`src/rtl/mts_pkg.sv`:
```
package mts_pkg;

    // Request codes carried in the kind field.
    localparam logic [2:0] KIND_ONCE       = 3'd0;
    localparam logic [2:0] KIND_REPEAT     = 3'd1;
    localparam logic [2:0] KIND_CANCEL     = 3'd2;
    localparam logic [2:0] KIND_CANCEL_ALL = 3'd3;
    localparam logic [2:0] KIND_TICK       = 3'd4;

    // Result codes carried in the result_kind field.
    localparam logic [1:0] RK_SCHED  = 2'd0;
    localparam logic [1:0] RK_CANCEL = 2'd1;
    localparam logic [1:0] RK_FIRED  = 2'd2;
    localparam logic [1:0] RK_QUIET  = 2'd3;

    // At most this many timers fire on one tick.
    localparam int MAX_RESULTS = 16;
    localparam int RB_AW       = $clog2(MAX_RESULTS);

    typedef struct packed {
        logic [2:0]  kind;
        logic [31:0] delay_ms;
        logic [31:0] interval_ms;
        logic [31:0] target_id;
    } in_item_t;

    typedef struct packed {
        logic [1:0]  result_kind;
        logic [31:0] timer_id;
        logic        ok;
        logic [4:0]  active_count;
        logic        last;
    } out_item_t;

    typedef enum logic [2:0] {
        ST_IDLE,
        ST_SCHED,
        ST_SCAN,
        ST_UPDATE,
        ST_REPLY,
        ST_DRAIN_RD,
        ST_DRAIN_OUT
    } state_t;

endpackage

```
`src/rtl/mts_ram.sv`:
```
module mts_ram #(
    parameter int DEPTH = 16,
    parameter int WIDTH = 32,
    parameter int AW    = 4
) (
    input  logic             aclk,
    input  logic             we,
    input  logic [AW-1:0]    waddr,
    input  logic [WIDTH-1:0] wdata,
    input  logic             re,
    input  logic [AW-1:0]    raddr,
    output logic [WIDTH-1:0] rdata
);

    logic [WIDTH-1:0] mem [DEPTH];

    always_ff @(posedge aclk) begin
        if (we) begin
            mem[waddr] <= wdata;
        end
    end

    always_ff @(posedge aclk) begin
        if (re) begin
            rdata <= mem[raddr];
        end
    end

endmodule

```
`src/rtl/mts_engine.sv`:
```
module mts_engine #(
    parameter int NUM_TIMERS = 16,
    parameter int TIME_WIDTH = 48
) (
    input  logic               aclk,
    input  logic               aresetn,
    input  logic               enabled,
    input  logic               s_valid,
    output logic               s_ready,
    input  mts_pkg::in_item_t  s_item,
    output logic               res_valid,
    input  logic               res_ready,
    output mts_pkg::out_item_t res_item
);

    import mts_pkg::*;

    localparam int IW  = (NUM_TIMERS > 1) ? $clog2(NUM_TIMERS) : 1;
    localparam int CW  = $clog2(NUM_TIMERS + 1);
    localparam int TW  = TIME_WIDTH;
    localparam int EW  = 32 + TW + 32 + 1;
    localparam logic [IW:0]    ISSUE_END = (IW + 1)'(NUM_TIMERS);
    localparam logic [IW-1:0]  LAST_IDX  = IW'(NUM_TIMERS - 1);
    localparam logic [RB_AW:0] FIRE_STOP = (RB_AW + 1)'(MAX_RESULTS - 1);

    function automatic logic [TW-1:0] sat_add(input logic [TW-1:0] t, input logic [31:0] d);
        logic [TW:0] sum;
        sum = {1'b0, t} + {{(TW + 1 - 32){1'b0}}, d};
        if (sum[TW]) begin
            return {TW{1'b1}};
        end
        return sum[TW-1:0];
    endfunction

    state_t state_reg, state_next;

    in_item_t         item_reg;
    logic [NUM_TIMERS-1:0] valid_reg;
    logic [NUM_TIMERS-1:0] pending_reg;
    logic [CW-1:0]    count_reg;
    logic [TW-1:0]    time_reg;
    logic [31:0]      next_id_reg;
    logic [IW:0]      issue_reg;
    logic             cmp_valid_reg;
    logic [IW-1:0]    cmp_idx_reg;
    logic             first_pass_reg;
    logic             best_found_reg;
    logic [IW-1:0]    best_idx_reg;
    logic [31:0]      best_id_reg;
    logic [31:0]      best_period_reg;
    logic             best_rep_reg;
    logic [RB_AW:0]   fired_cnt_reg;
    logic [RB_AW-1:0] drain_idx_reg;
    logic [1:0]       reply_kind_reg;
    logic [31:0]      reply_id_reg;
    logic             reply_ok_reg;

    // Slot memory and fired-id buffer ports.
    logic             slot_we;
    logic [IW-1:0]    slot_waddr;
    logic [EW-1:0]    slot_wdata;
    logic             slot_re;
    logic [IW-1:0]    slot_raddr;
    logic [EW-1:0]    slot_rdata;
    logic             rb_we;
    logic             rb_re;
    logic [31:0]      rb_rdata;

    logic [31:0]      rd_id;
    logic [TW-1:0]    rd_deadline;
    logic [31:0]      rd_period;
    logic             rd_rep;

    logic [IW-1:0]    free_idx;
    logic             table_full;
    logic             sched_rep;
    logic             sched_ok;
    logic [31:0]      sched_delay;
    logic             is_cancel;
    logic             cmp_last;
    logic             cancel_hit;
    logic             tick_cand;
    logic             tick_better;
    logic [NUM_TIMERS-1:0] best_mask;
    logic             upd_stop;
    logic             drain_last;
    logic [CW+4:0]    count_ext;

    assign rd_id       = slot_rdata[EW-1 -: 32];
    assign rd_deadline = slot_rdata[TW+32:33];
    assign rd_period   = slot_rdata[32:1];
    assign rd_rep      = slot_rdata[0];

    // Lowest free slot.
    always_comb begin
        free_idx = '0;
        for (int i = NUM_TIMERS - 1; i >= 0; i--) begin
            if (!valid_reg[i]) begin
                free_idx = IW'(i);
            end
        end
    end

    always_comb begin
        for (int i = 0; i < NUM_TIMERS; i++) begin
            best_mask[i] = (best_idx_reg == IW'(i));
        end
    end

    assign table_full  = &valid_reg;
    assign sched_rep   = (item_reg.kind == KIND_REPEAT);
    assign sched_ok    = enabled && !table_full && !(sched_rep && item_reg.interval_ms == '0);
    assign sched_delay = (sched_rep && item_reg.delay_ms == '0) ? item_reg.interval_ms
                                                                 : item_reg.delay_ms;
    assign is_cancel   = (item_reg.kind == KIND_CANCEL);
    assign cmp_last    = (cmp_idx_reg == LAST_IDX);
    assign cancel_hit  = valid_reg[cmp_idx_reg] && (rd_id == item_reg.target_id);
    // The first pass of a tick decides which slots are due; later passes reuse that set.
    assign tick_cand   = first_pass_reg ? (valid_reg[cmp_idx_reg] && rd_deadline <= time_reg)
                                        : pending_reg[cmp_idx_reg];
    assign tick_better = tick_cand && (!best_found_reg || rd_id < best_id_reg);
    assign upd_stop    = (fired_cnt_reg == FIRE_STOP) || ((pending_reg & ~best_mask) == '0);
    assign drain_last  = ((RB_AW + 1)'(drain_idx_reg) + (RB_AW + 1)'(1)) == fired_cnt_reg;
    assign count_ext   = {5'd0, count_reg};

    always_comb begin
        state_next = state_reg;
        unique case (state_reg)
            ST_IDLE: begin
                if (s_valid) begin
                    unique case (s_item.kind)
                        KIND_ONCE, KIND_REPEAT: state_next = ST_SCHED;
                        KIND_CANCEL, KIND_TICK: state_next = ST_SCAN;
                        KIND_CANCEL_ALL:        state_next = ST_REPLY;
                        default:                state_next = ST_IDLE;
                    endcase
                end
            end
            ST_SCHED: state_next = ST_REPLY;
            ST_SCAN: begin
                if (cmp_valid_reg) begin
                    if (is_cancel) begin
                        if (cancel_hit || cmp_last) begin
                            state_next = ST_REPLY;
                        end
                    end else if (cmp_last) begin
                        state_next = ST_UPDATE;
                    end
                end
            end
            ST_UPDATE: begin
                if (!best_found_reg) begin
                    state_next = ST_REPLY;
                end else if (upd_stop) begin
                    state_next = ST_DRAIN_RD;
                end else begin
                    state_next = ST_SCAN;
                end
            end
            ST_REPLY: begin
                if (res_ready) begin
                    state_next = ST_IDLE;
                end
            end
            ST_DRAIN_RD: state_next = ST_DRAIN_OUT;
            ST_DRAIN_OUT: begin
                if (res_ready) begin
                    state_next = drain_last ? ST_IDLE : ST_DRAIN_RD;
                end
            end
            default: state_next = ST_IDLE;
        endcase
    end

    always_comb begin
        s_ready    = (state_reg == ST_IDLE);
        res_valid  = 1'b0;
        res_item   = '{result_kind: reply_kind_reg, timer_id: reply_id_reg, ok: reply_ok_reg,
                       active_count: count_ext[4:0], last: 1'b1};
        slot_we    = 1'b0;
        slot_waddr = free_idx;
        slot_wdata = {next_id_reg, sat_add(time_reg, sched_delay),
                      sched_rep ? item_reg.interval_ms : 32'd0, sched_rep};
        slot_re    = 1'b0;
        slot_raddr = issue_reg[IW-1:0];
        rb_we      = 1'b0;
        rb_re      = 1'b0;
        unique case (state_reg)
            ST_SCHED: slot_we = sched_ok;
            ST_SCAN:  slot_re = (issue_reg != ISSUE_END);
            ST_UPDATE: begin
                rb_we      = best_found_reg;
                slot_we    = best_found_reg && best_rep_reg;
                slot_waddr = best_idx_reg;
                slot_wdata = {best_id_reg, sat_add(time_reg, best_period_reg),
                              best_period_reg, 1'b1};
            end
            ST_REPLY: res_valid = 1'b1;
            ST_DRAIN_RD: rb_re = 1'b1;
            ST_DRAIN_OUT: begin
                res_valid = 1'b1;
                res_item  = '{result_kind: RK_FIRED, timer_id: rb_rdata, ok: 1'b1,
                              active_count: count_ext[4:0], last: drain_last};
            end
            default: ;
        endcase
    end

    always_ff @(posedge aclk) begin
        if (!aresetn) begin
            state_reg      <= ST_IDLE;
            valid_reg      <= '0;
            pending_reg    <= '0;
            count_reg      <= '0;
            time_reg       <= '0;
            next_id_reg    <= 32'd1;
            issue_reg      <= '0;
            cmp_valid_reg  <= 1'b0;
            first_pass_reg <= 1'b0;
            best_found_reg <= 1'b0;
            fired_cnt_reg  <= '0;
        end else begin
            state_reg <= state_next;
            unique case (state_reg)
                ST_IDLE: begin
                    issue_reg      <= '0;
                    cmp_valid_reg  <= 1'b0;
                    best_found_reg <= 1'b0;
                    first_pass_reg <= 1'b1;
                    fired_cnt_reg  <= '0;
                    if (s_valid && s_item.kind == KIND_CANCEL_ALL) begin
                        valid_reg <= '0;
                        count_reg <= '0;
                    end
                    if (s_valid && s_item.kind == KIND_TICK) begin
                        time_reg    <= sat_add(time_reg, 32'd1);
                        pending_reg <= '0;
                    end
                end
                ST_SCHED: begin
                    if (sched_ok) begin
                        valid_reg[free_idx] <= 1'b1;
                        count_reg           <= count_reg + CW'(1);
                        next_id_reg         <= (next_id_reg == '1) ? 32'd1 : next_id_reg + 32'd1;
                    end
                end
                ST_SCAN: begin
                    if (issue_reg != ISSUE_END) begin
                        issue_reg     <= issue_reg + (IW + 1)'(1);
                        cmp_valid_reg <= 1'b1;
                    end else begin
                        cmp_valid_reg <= 1'b0;
                    end
                    if (cmp_valid_reg) begin
                        if (is_cancel) begin
                            if (cancel_hit) begin
                                valid_reg[cmp_idx_reg] <= 1'b0;
                                count_reg              <= count_reg - CW'(1);
                            end
                        end else begin
                            if (first_pass_reg) begin
                                pending_reg[cmp_idx_reg] <= tick_cand;
                            end
                            if (tick_better) begin
                                best_found_reg <= 1'b1;
                            end
                        end
                    end
                end
                ST_UPDATE: begin
                    if (best_found_reg) begin
                        pending_reg[best_idx_reg] <= 1'b0;
                        fired_cnt_reg             <= fired_cnt_reg + (RB_AW + 1)'(1);
                        if (!best_rep_reg) begin
                            valid_reg[best_idx_reg] <= 1'b0;
                            count_reg               <= count_reg - CW'(1);
                        end
                        issue_reg      <= '0;
                        cmp_valid_reg  <= 1'b0;
                        best_found_reg <= 1'b0;
                        first_pass_reg <= 1'b0;
                    end
                end
                default: ;
            endcase
        end
    end

    // Payload registers.
    always_ff @(posedge aclk) begin
        if (state_reg == ST_IDLE && s_valid) begin
            item_reg <= s_item;
        end
        if (state_reg == ST_SCAN && issue_reg != ISSUE_END) begin
            cmp_idx_reg <= issue_reg[IW-1:0];
        end
        if (state_reg == ST_SCAN && cmp_valid_reg && !is_cancel && tick_better) begin
            best_idx_reg    <= cmp_idx_reg;
            best_id_reg     <= rd_id;
            best_period_reg <= rd_period;
            best_rep_reg    <= rd_rep;
        end
        if (state_reg == ST_UPDATE) begin
            drain_idx_reg <= '0;
        end else if (state_reg == ST_DRAIN_OUT && res_ready) begin
            drain_idx_reg <= drain_idx_reg + RB_AW'(1);
        end
        unique case (state_reg)
            ST_IDLE: begin
                reply_kind_reg <= RK_CANCEL;
                reply_id_reg   <= '0;
                reply_ok_reg   <= 1'b1;
            end
            ST_SCHED: begin
                reply_kind_reg <= RK_SCHED;
                reply_id_reg   <= sched_ok ? next_id_reg : 32'd0;
                reply_ok_reg   <= sched_ok;
            end
            ST_SCAN: begin
                reply_kind_reg <= RK_CANCEL;
                reply_id_reg   <= item_reg.target_id;
                reply_ok_reg   <= cancel_hit;
            end
            ST_UPDATE: begin
                reply_kind_reg <= RK_QUIET;
                reply_id_reg   <= '0;
                reply_ok_reg   <= 1'b0;
            end
            default: ;
        endcase
    end

    mts_ram #(
        .DEPTH (NUM_TIMERS),
        .WIDTH (EW),
        .AW    (IW)
    ) u_slot_mem (
        .aclk  (aclk),
        .we    (slot_we),
        .waddr (slot_waddr),
        .wdata (slot_wdata),
        .re    (slot_re),
        .raddr (slot_raddr),
        .rdata (slot_rdata)
    );

    mts_ram #(
        .DEPTH (MAX_RESULTS),
        .WIDTH (32),
        .AW    (RB_AW)
    ) u_fire_buf (
        .aclk  (aclk),
        .we    (rb_we),
        .waddr (fired_cnt_reg[RB_AW-1:0]),
        .wdata (best_id_reg),
        .re    (rb_re),
        .raddr (drain_idx_reg),
        .rdata (rb_rdata)
    );

endmodule

```
`src/rtl/multi_timer_scheduler.sv`:
```
// Timer table with NUM_TIMERS slots held in a single-port-read slot memory. Every request
// of a known kind is one transfer in and one or more result transfers out; a request with
// an unused kind code gets no result. The block takes one request at a time. A cancel
// walks the slot memory one entry per cycle and answers at the first matching entry or
// after the last one. A tick walks the whole table once per timer that fires (firing the
// lowest id found in each pass, at most 16 per tick), then reads each fired id from the
// fired-id buffer and sends it; a tick with nothing due makes a single pass and answers
// with a quiet result. The scans go through the slot memory read port. A finished result
// waits in an output register, so the next request is taken while the last result of the
// previous one is still held.
module multi_timer_scheduler #(
    parameter int NUM_TIMERS = 16,
    parameter int TIME_WIDTH = 48
) (
    input  logic               aclk,
    input  logic               aresetn,
    input  logic               cfg_wr_en,
    input  logic               cfg_wr_data,
    input  logic               s_valid,
    output logic               s_ready,
    input  mts_pkg::in_item_t  s_item,
    output logic               m_valid,
    input  logic               m_ready,
    output mts_pkg::out_item_t m_item
);

    import mts_pkg::*;

    logic      enabled_reg;
    logic      m_valid_reg;
    out_item_t m_item_reg;
    logic      res_valid;
    logic      res_ready;
    out_item_t res_item;

    always_ff @(posedge aclk) begin
        if (!aresetn) begin
            enabled_reg <= 1'b0;
        end else if (cfg_wr_en) begin
            enabled_reg <= cfg_wr_data;
        end
    end

    assign res_ready = !m_valid_reg || m_ready;

    always_ff @(posedge aclk) begin
        if (!aresetn) begin
            m_valid_reg <= 1'b0;
        end else if (res_ready) begin
            m_valid_reg <= res_valid;
        end
    end

    always_ff @(posedge aclk) begin
        if (res_ready && res_valid) begin
            m_item_reg <= res_item;
        end
    end

    assign m_valid = m_valid_reg;
    assign m_item  = m_item_reg;

    mts_engine #(
        .NUM_TIMERS (NUM_TIMERS),
        .TIME_WIDTH (TIME_WIDTH)
    ) u_engine (
        .aclk      (aclk),
        .aresetn   (aresetn),
        .enabled   (enabled_reg),
        .s_valid   (s_valid),
        .s_ready   (s_ready),
        .s_item    (s_item),
        .res_valid (res_valid),
        .res_ready (res_ready),
        .res_item  (res_item)
    );

`ifndef SYNTHESIS
    // The engine never offers a result while it is waiting for a request.
    a_idle_quiet: assert property (@(posedge aclk) disable iff (!aresetn)
        s_ready |-> !res_valid)
        else $error("result offered while idle");

    // Fired timers always carry a real id.
    a_fired_id: assert property (@(posedge aclk) disable iff (!aresetn)
        (res_valid && res_item.result_kind == RK_FIRED) |->
            (res_item.timer_id != 32'd0 && res_item.ok))
        else $error("fired result without a valid id");

    // A rejected schedule answers with id zero; an accepted one never does.
    a_sched_id: assert property (@(posedge aclk) disable iff (!aresetn)
        (res_valid && res_item.result_kind == RK_SCHED) |->
            (res_item.ok == (res_item.timer_id != 32'd0)))
        else $error("schedule reply id does not match its status");

    // Single-result replies close their request.
    a_single_last: assert property (@(posedge aclk) disable iff (!aresetn)
        (res_valid && res_item.result_kind != RK_FIRED) |-> res_item.last)
        else $error("single reply not marked last");
`endif

endmodule

```
`config.mk`:
```
export PLATFORM = sky130hd
export DESIGN_NAME = multi_timer_scheduler
export DESIGN_NICKNAME = d
export VERILOG_FILES = /design/src/rtl/mts_pkg.sv /design/src/rtl/mts_ram.sv /design/src/rtl/mts_engine.sv /design/src/rtl/multi_timer_scheduler.sv
export SDC_FILE = /design/constraint.sdc
export NUM_CORES = 2
export LEC_CHECK = 0
export BUFFER_PORTS_ARGS = -buffer_cell sky130_fd_sc_hd__buf_2
export CAP_MARGIN = 20
export CORE_ASPECT_RATIO = 0.7
export CORE_MARGIN = 2
export CORE_UTILIZATION = 49
export DETAILED_ROUTE_END_ITERATION = 16
export SLEW_MARGIN = 20
export SYNTH_ARGS = -nofsm -noshare
export SYNTH_HDL_FRONTEND = slang
export SYNTH_SLANG_ARGS = --single-unit
```
`constraint.sdc`:
```
create_clock -name aclk -period 19.9 [get_ports aclk]
set_input_delay 2.985 -clock aclk [delete_from_list [all_inputs] [get_ports aclk]]
set_output_delay 2.985 -clock aclk [all_outputs]
set_load 0.03 [all_outputs]
```
== Word level (Yosys, flattened, before mapping) ==
Memory sizes are Yosys's and may differ from the RTL's. A register that Yosys moved wholly into a read port is not among the register bits.
Index checks and enable logic that the tools add are counted.

* Bits in registers: 387
* Bits in latches: 0
* Memory bits (writable): 2320
* Bits in read-only memories: 0
* Input port bits: 105
* Output and inout bits: 43
* Memories kept: 2

{| class="wikitable"
|+ Memory list
! memory !! depth !! width !! read ports !! clocked after Yosys merged registers in !! wr ports !! RTL line !! RTL
|-
| u_engine.u_slot_mem.mem || 16 || 113 || 1 || 1 || 1 || mts_ram.sv:15 || <nowiki>logic [WIDTH-1:0] mem [DEPTH];</nowiki>
|-
| u_engine.u_fire_buf.mem || 16 || 32 || 1 || 1 || 1 || mts_ram.sv:15 ||
|}

* Add/sub/neg operators: 10
* Multiply operators: 0
* Divide/modulo/power cells: 0
* Order comparisons: 8
* Equality and inequality tests: 50
* Shift operators: 0
* Mux-type cells: 107
* Bitwise gates (word level): 8
* Reductions and logical operators: 56

{| class="wikitable"
|+ Operators with widths
! cell !! count
|-
| 48-bit 2-to-1 mux || 6
|-
| 16-bit 2-to-1 mux || 12
|-
| 32-bit 2-to-1 mux || 4
|-
| 113-bit 2-to-1 mux || 1
|-
| 48-bit by 32-bit adder with 49-bit output || 2
|-
| 32-bit one-hot mux with 3 select lines || 1
|-
| 4-bit 2-to-1 mux || 17
|-
| 16-bit AND || 4
|-
| 32-bit zero test || 2
|-
| 16-bit one-hot mux with 4 select lines || 1
|-
| 5-bit 2-to-1 mux || 10
|-
| 48-bit by 1-bit adder with 49-bit output (second input constant) || 1
|-
| 48-bit less-or-equal comparator || 1
|-
| 16-bit NOT || 3
|-
| 16-bit one-hot mux with 3 select lines || 1
|-
| 39-bit 2-to-1 mux || 1
|-
| 4-bit == test (second input constant) || 9
|-
| 32-bit by 1-bit adder with 32-bit output (second input constant) || 1
|-
| 32-bit == test || 1
|-
| 32-bit == test (second input constant) || 1
|-
| 32-bit less-than comparator || 1
|-
| 3-bit 2-to-1 mux || 10
|-
| 1-bit 2-to-1 mux || 26
|-
| 3-bit one-hot mux with 7 select lines || 1
|-
| 47 further kinds || 122
|}

== Longest topological paths before layout ==
* Depth in word-level cells: 23
* Mapped depth: 18

== By module ==
A second synthesis with hierarchy kept.

* Cell total of the unflattened synthesis: 6029
* Area total of the unflattened synthesis: 114268.3 µm²

{| class="wikitable"
|+ Modules (own cells, without submodules)
! module !! times used !! cells each !! area each (µm²) !! seq. area each (µm²)
|-
| mts_ram at u_engine.u_slot_mem || 1 || 2890 || 70908.0 || 57685.3
|-
| mts_engine || 1 || 2252 || 21879.7 || 8958.6
|-
| mts_ram at u_engine.u_fire_buf || 1 || 838 || 20155.6 || 16335.7
|-
| multi_timer_scheduler || 1 || 49 || 1325.0 || 1271.2
|}

== Least setup slack after synthesis ==
OpenSTA, ideal clock, no wires.

* Path type: register to register
* Start point: register u_engine.best_id_reg[9]
* End point: register u_engine.best_id_reg[0] (enable)
* Data arrival time: 7708 ps
* Required time: 19278 ps
* Setup slack: 11570 ps
* Cell stages (with the launch flop): 11
* Path buffers: 0
* Period minus slack after synthesis: 8330 ps
* Cells stage by stage: edfxtp_1 -> inv_1 -> ha_1 -> a21o_1 -> a21o_1 -> a21oi_1 -> o21ai_0 -> a21o_1 -> a221o_1 -> a21o_1 -> a311oi_1

* Cells in the longest elaborated chain, start to end: 4

{| class="wikitable"
|+ Ends and longest elaborated chain
! what !! RTL line !! RTL
|-
| start, declared || mts_engine.sv:49 || <nowiki>logic [31:0] best_id_reg;</nowiki>
|-
| start signal, assigned || mts_engine.sv:299 || <nowiki>best_id_reg <= rd_id;</nowiki>
|-
| 32-bit less-than comparator || mts_engine.sv:121 || <nowiki>assign tick_better = tick_cand && (!best_found_reg || rd_id < best_id_reg);</nowiki>
|-
| 1-bit logical OR || mts_engine.sv:121 ||
|-
| 1-bit logical AND || mts_engine.sv:121 ||
|-
| 1-bit logical AND || mts_engine.sv:297 || <nowiki>if (state_reg == ST_SCAN && cmp_valid_reg && !is_cancel && tick_better) begin</nowiki>
|}

Every way passes these cells.
A chain may end at the register's enable or synchronous reset.

== Final worst setup path ==
* Start point: register u_engine.item_reg[88] (netlist name)
* End point: memory u_engine.u_slot_mem.mem[4][71] (netlist name) (data pin)

* Cells in the longest elaborated chain, start to end: 7

{| class="wikitable"
|+ Ends and longest elaborated chain
! what !! RTL line !! RTL
|-
| start, declared || mts_engine.sv:37 || <nowiki>in_item_t item_reg;</nowiki>
|-
| start signal, assigned || mts_engine.sv:292 || <nowiki>item_reg <= s_item;</nowiki>
|-
| 32-bit zero test || mts_engine.sv:113 || <nowiki>assign sched_delay = (sched_rep && item_reg.delay_ms == '0) ? item_reg.interval_ms</nowiki>
|-
| 1-bit logical AND || mts_engine.sv:113 ||
|-
| 32-bit 2-to-1 mux (*) || mts_engine.sv:113 ||
|-
| 48-bit by 32-bit adder with 49-bit output (*) || mts_engine.sv:28 || <nowiki>sum = {1'b0, t} + {{(TW + 1 - 32){1'b0}}, d};</nowiki>
|-
| 1-bit 2-to-1 mux || mts_engine.sv:29 || <nowiki>if (sum[TW]) begin</nowiki>
|-
| 48-bit 2-to-1 mux (*) || mts_engine.sv:32 || <nowiki>return sum[TW-1:0];</nowiki>
|-
| 113-bit 2-to-1 mux (*) || mts_engine.sv:188 || <nowiki>unique case (state_reg)</nowiki>
|-
| via u_engine.slot_wdata[71] || mts_engine.sv:61 || <nowiki>logic [EW-1:0] slot_wdata;</nowiki>
|-
| end, declared || mts_ram.sv:15 ||
|}

Mark *: on every way through the listed nets, which the timed path passes. The rest lies on a longest branch.

==> metrics.cfg <==
[route]
first_pass_iters = 6
ant_nets = 0
via_count = 59200
vias_per_cell = 6.33
wl_um = 294000
drt-initial-drc-count = 7686
drcViolationCount = 0
wire_per_inst_um = 31.5

[floorplan]
dieWidth_um = 581
initial_core_util_pct = 49.2
die_y_um = 408
num_rows = 148
coreArea_um2 = 232000
die_area_um2 = 237000
ios = 148

[cts]
htree_levels = 5
ctsHoldBuffers = 0
tritoncts = yes
postCtsSetupBuffers = 0
cts_max_path_buffers = 4
clk_latency_ns = 0.87
clk_pin_slew_ns = 0.06
cts_sinks = 2852
cts_made_buffers = 277
cts-root-buf = clkbuf_16
ctsResizeCount = 0

[logic_synthesis]
synth_area_leaders = edfxtp_1, mux4_2, dfxtp_1, ha_1, a21oi_1
synth_top_family_by_area = multiplexers
synth_fa_ha_area_share_pct = 1.80
yosys_warnings = 0
avgSynthCellArea_um2 = 19.9
yosysTopAreaCellShare_pct = 71.4
synth_nets = 5988
netlist_area_um2 = 114000
synth-edff-count = 2713
synth_ff_type = edfxtp_1
synth_top_cell_by_area = edfxtp_1
synth_compound_gate_area_share_pct = 3.89
synthCells = 5721
ys_seq_elements = 2852
synthXorXnorAreaFrac_pct = 1.31
synth_cell_types = 78
ys_seq_area_share_pct = 73.9
muxShareOfSynthArea_pct = 14.9
async_reset_ff_share_pct = 0
yosys.area_share.simple_pct = 3.00

[critical_path]
reg2reg_from = u_engine.item_reg[88]$_DFFE_PP_
crit_type = reg -> reg
start_kind = flip-flop
critPathArrivalTime_ns = 7.85
cp_max_fo = 17
crit_start = u_engine.item_reg[88]$_DFFE_PP_
crit_required_ns = 20.36
end_kind = flip-flop

[sta]
final.setup.tns_ns = 0
finalHoldViolCount = 0
layout_min_cycle_time_ns = 7.39
slew_headroom_pct = 22.9
skew_ns = 0.0498
rsz0062_at_grt = no
worstMarginPinSlew_ns = 1.16
fin_crit_sh_pct = 37.1
fmax_ghz = 0.135
finalMaxSlewViolations = 0
setup_viol = 0

[hold_path]
min_from = u_engine.u_slot_mem.rdata[3]$_DFFE_PP_
hp-class = reg -> reg

[pwr]
leakage_nw = 39.7
p_int_mw = 10.7
power.density_nw_per_um2 = 111
clkPwrFrac_pct = 35.6
pwr-share-seq_pct = 49.9
pwr-share-comb_pct = 14.5
ir_drop_v = 0.0000716
p_sw_mw = 3.56
switching_share_pct = 24.9

[finish]
reg.largest.list = u_engine.u_slot_mem.mem: 1808 flops, u_engine.u_fire_buf.mem: 512 flops, u_engine.u_slot_mem.rdata: 113 flops
layout-drive-gt1-share_pct = 25.0
syn_to_final_growth_pct = 12.3
final_nets = 6330
nFillCells = 17500
largest_register_ffs = 1808
regMostFlops = u_engine.u_slot_mem.mem
postLayoutCoreUtil_pct = 55.2

[grt]
grtUsageTotal_pct = 24.7
grt_pass1_vias = 57400
antenna_found_initial = 16
grt_max_degree = 139
grt_pass1_wl_um = 423000
overflow = 0

[placed_design]
port_buffers = 147
dp_hpwl_um = 167000
globalplace.congestion = 0.908

[run]
drv_cap = 0

[run_status]
status = finished, final reports clean

-- synth_stat cells (all sizes together), types with 63 or more instances --
cell type and count:
edfxtp 2713, a21oi 167, buf 64, mux4 735, nor2 152, inv 130
clkbuf 197, o21ai 149, dfxtp 139, xnor2 87, a22o 63, xor2 83
a21o 105, ha 159, nand2 198
-- stage by stage --
step	power [mW]	cell area, um^2	hold WS (ns)	setup slack (ns)	std cells
2_1_floorplan	8.67	114000	0.400	11.57	5721
3_3_place_gp	9.30	119000	0.404	12.69	8833
3_5_place_dp	9.32	119000	0.405	12.67	8833
4_1_cts	14.4	128000	0.407	12.67	9312
5_1_grt	14.8	128000	0.415	12.06	9339
6_report	14.3	128000	0.412	12.51	9340
-- metal layers --
| layer | track usage (%) | wire length (um) |
|---|---|---|
| met1 | 40.2 | 134000 |
| met2 | 35.3 | 129000 |
| met3 | 4.42 | 26200 |
| met4 | 4.54 | 5120 |
| met5 | 0 | 48 |
-- area by class of cell --
class | instances | area (um^2) | share of cell area [%]
Sequential cell | 2852 | 84300 | 65.8
Tap cell | 3075 | 3850 | 3.00
Antenna cell | 2 | 5.00 | 0.00391
Timing Repair Buffer | 324 | 2200 | 1.72
Inverter | 130 | 490 | 0.383
Clock inverter | 128 | 1090 | 0.852
Multi-Input combinational cell | 2478 | 28800 | 22.5
Clock buffer | 351 | 7470 | 5.83
-- layout by cell type (no fill, tap or decap), types with 16 or more instances in the layout --
| cell type | Yosys | layout |
|---|---|---|
| a21o_1 | 105 | 105 |
| a21oi_1 | 167 | 164 |
| a22o_1 | 63 | 63 |
| a22oi_1 | 33 | 31 |
| a31oi_1 | 26 | 20 |
| and3_1 | 18 | 18 |
| buf_2 | 4 | 151 |
| buf_4 | 1 | 144 |
| bufinv_16 | 0 | 16 |
| clkbuf_1 | 197 | 58 |
| clkbuf_16 | 0 | 286 |
| clkbuf_4 | 0 | 17 |
| clkinv_1 | 0 | 49 |
| clkinv_2 | 0 | 35 |
| dfxtp_1 | 139 | 131 |
| edfxtp_1 | 2713 | 2713 |
| ha_1 | 159 | 159 |
| inv_1 | 128 | 127 |
| mux2_2 | 33 | 33 |
| mux4_2 | 735 | 735 |
| nand2_1 | 198 | 196 |
| nand2b_1 | 31 | 31 |
| nand3_1 | 57 | 56 |
| nand4_1 | 46 | 46 |
| nor2_1 | 152 | 122 |
| nor2_4 | 0 | 30 |
| nor2b_1 | 21 | 20 |
| nor3_1 | 56 | 51 |
| nor4_1 | 41 | 38 |
| o211ai_1 | 24 | 24 |
| o21ai_0 | 146 | 143 |
| or3_1 | 21 | 21 |
| xnor2_1 | 87 | 87 |
| xor2_1 | 83 | 83 |
-- power by group through the flow --
| stage | combinational (mW) | sequential, mW | clock [mW] |
|---|---|---|---|
| 2_1_floorplan | 1.52 | 7.15 | 0 |
| 3_3_place_gp | 2.04 | 7.26 | 0 |
| 3_5_place_dp | 2.06 | 7.26 | 0 |
| 4_1_cts | 2.07 | 7.14 | 5.18 |
| 5_1_grt | 2.23 | 7.15 | 5.41 |
| 6_report | 2.08 | 7.13 | 5.08 |
-- worst max-delay path, cell delays in order (launching register included) --
cell and delay, ns:
edfxtp_1 0.41, nor4_1 0.62, nand4_1 0.34, nor4_2 0.84, buf_4 0.38, a21o_1 0.16
ha_1 0.18, inv_1 0.07, fa_1 0.42, nand2b_1 0.19, a21oi_1 0.24, o21ai_0 0.18
a31oi_1 0.26, a21oi_1 0.24, o21ai_1 0.18, buf_4 0.17, a211oi_1 0.11, a31oi_2 0.75
and2_0 0.76, a41oi_2 0.47
-- path summary, 6_finish.rpt --
| check | to | slack, ns | depth (start not counted) |
|---|---|---|---|
| min | u_engine.best_period_reg[2]$_DFFE_PP_ | 0.41 | 0 |
| max | u_engine.u_slot_mem.mem[4][71]$_DFFE_PP_ | 12.51 | 19 |
| max reg2reg | u_engine.u_slot_mem.mem[4][71]$_DFFE_PP_ | 12.51 | 19 |
| min reg2reg | u_engine.best_period_reg[2]$_DFFE_PP_ | 0.41 | 0 |
-- logic make-up (layout without fill, tap and decap cells) --
group | count (synthesis) | in the layout
AOI/OAI and AO/OA | 679 | 679
xor gates and xnor gates | 170 | 170
adders and majority gates | 162 | 162
buffers and inverters | 391 | 933
DFF | 2852 | 2852
muxes | 770 | 770
other | 0 | 2
and+or+nand+nor | 697 | 697
No activity file was read; power rests on OpenSTA's default activity.
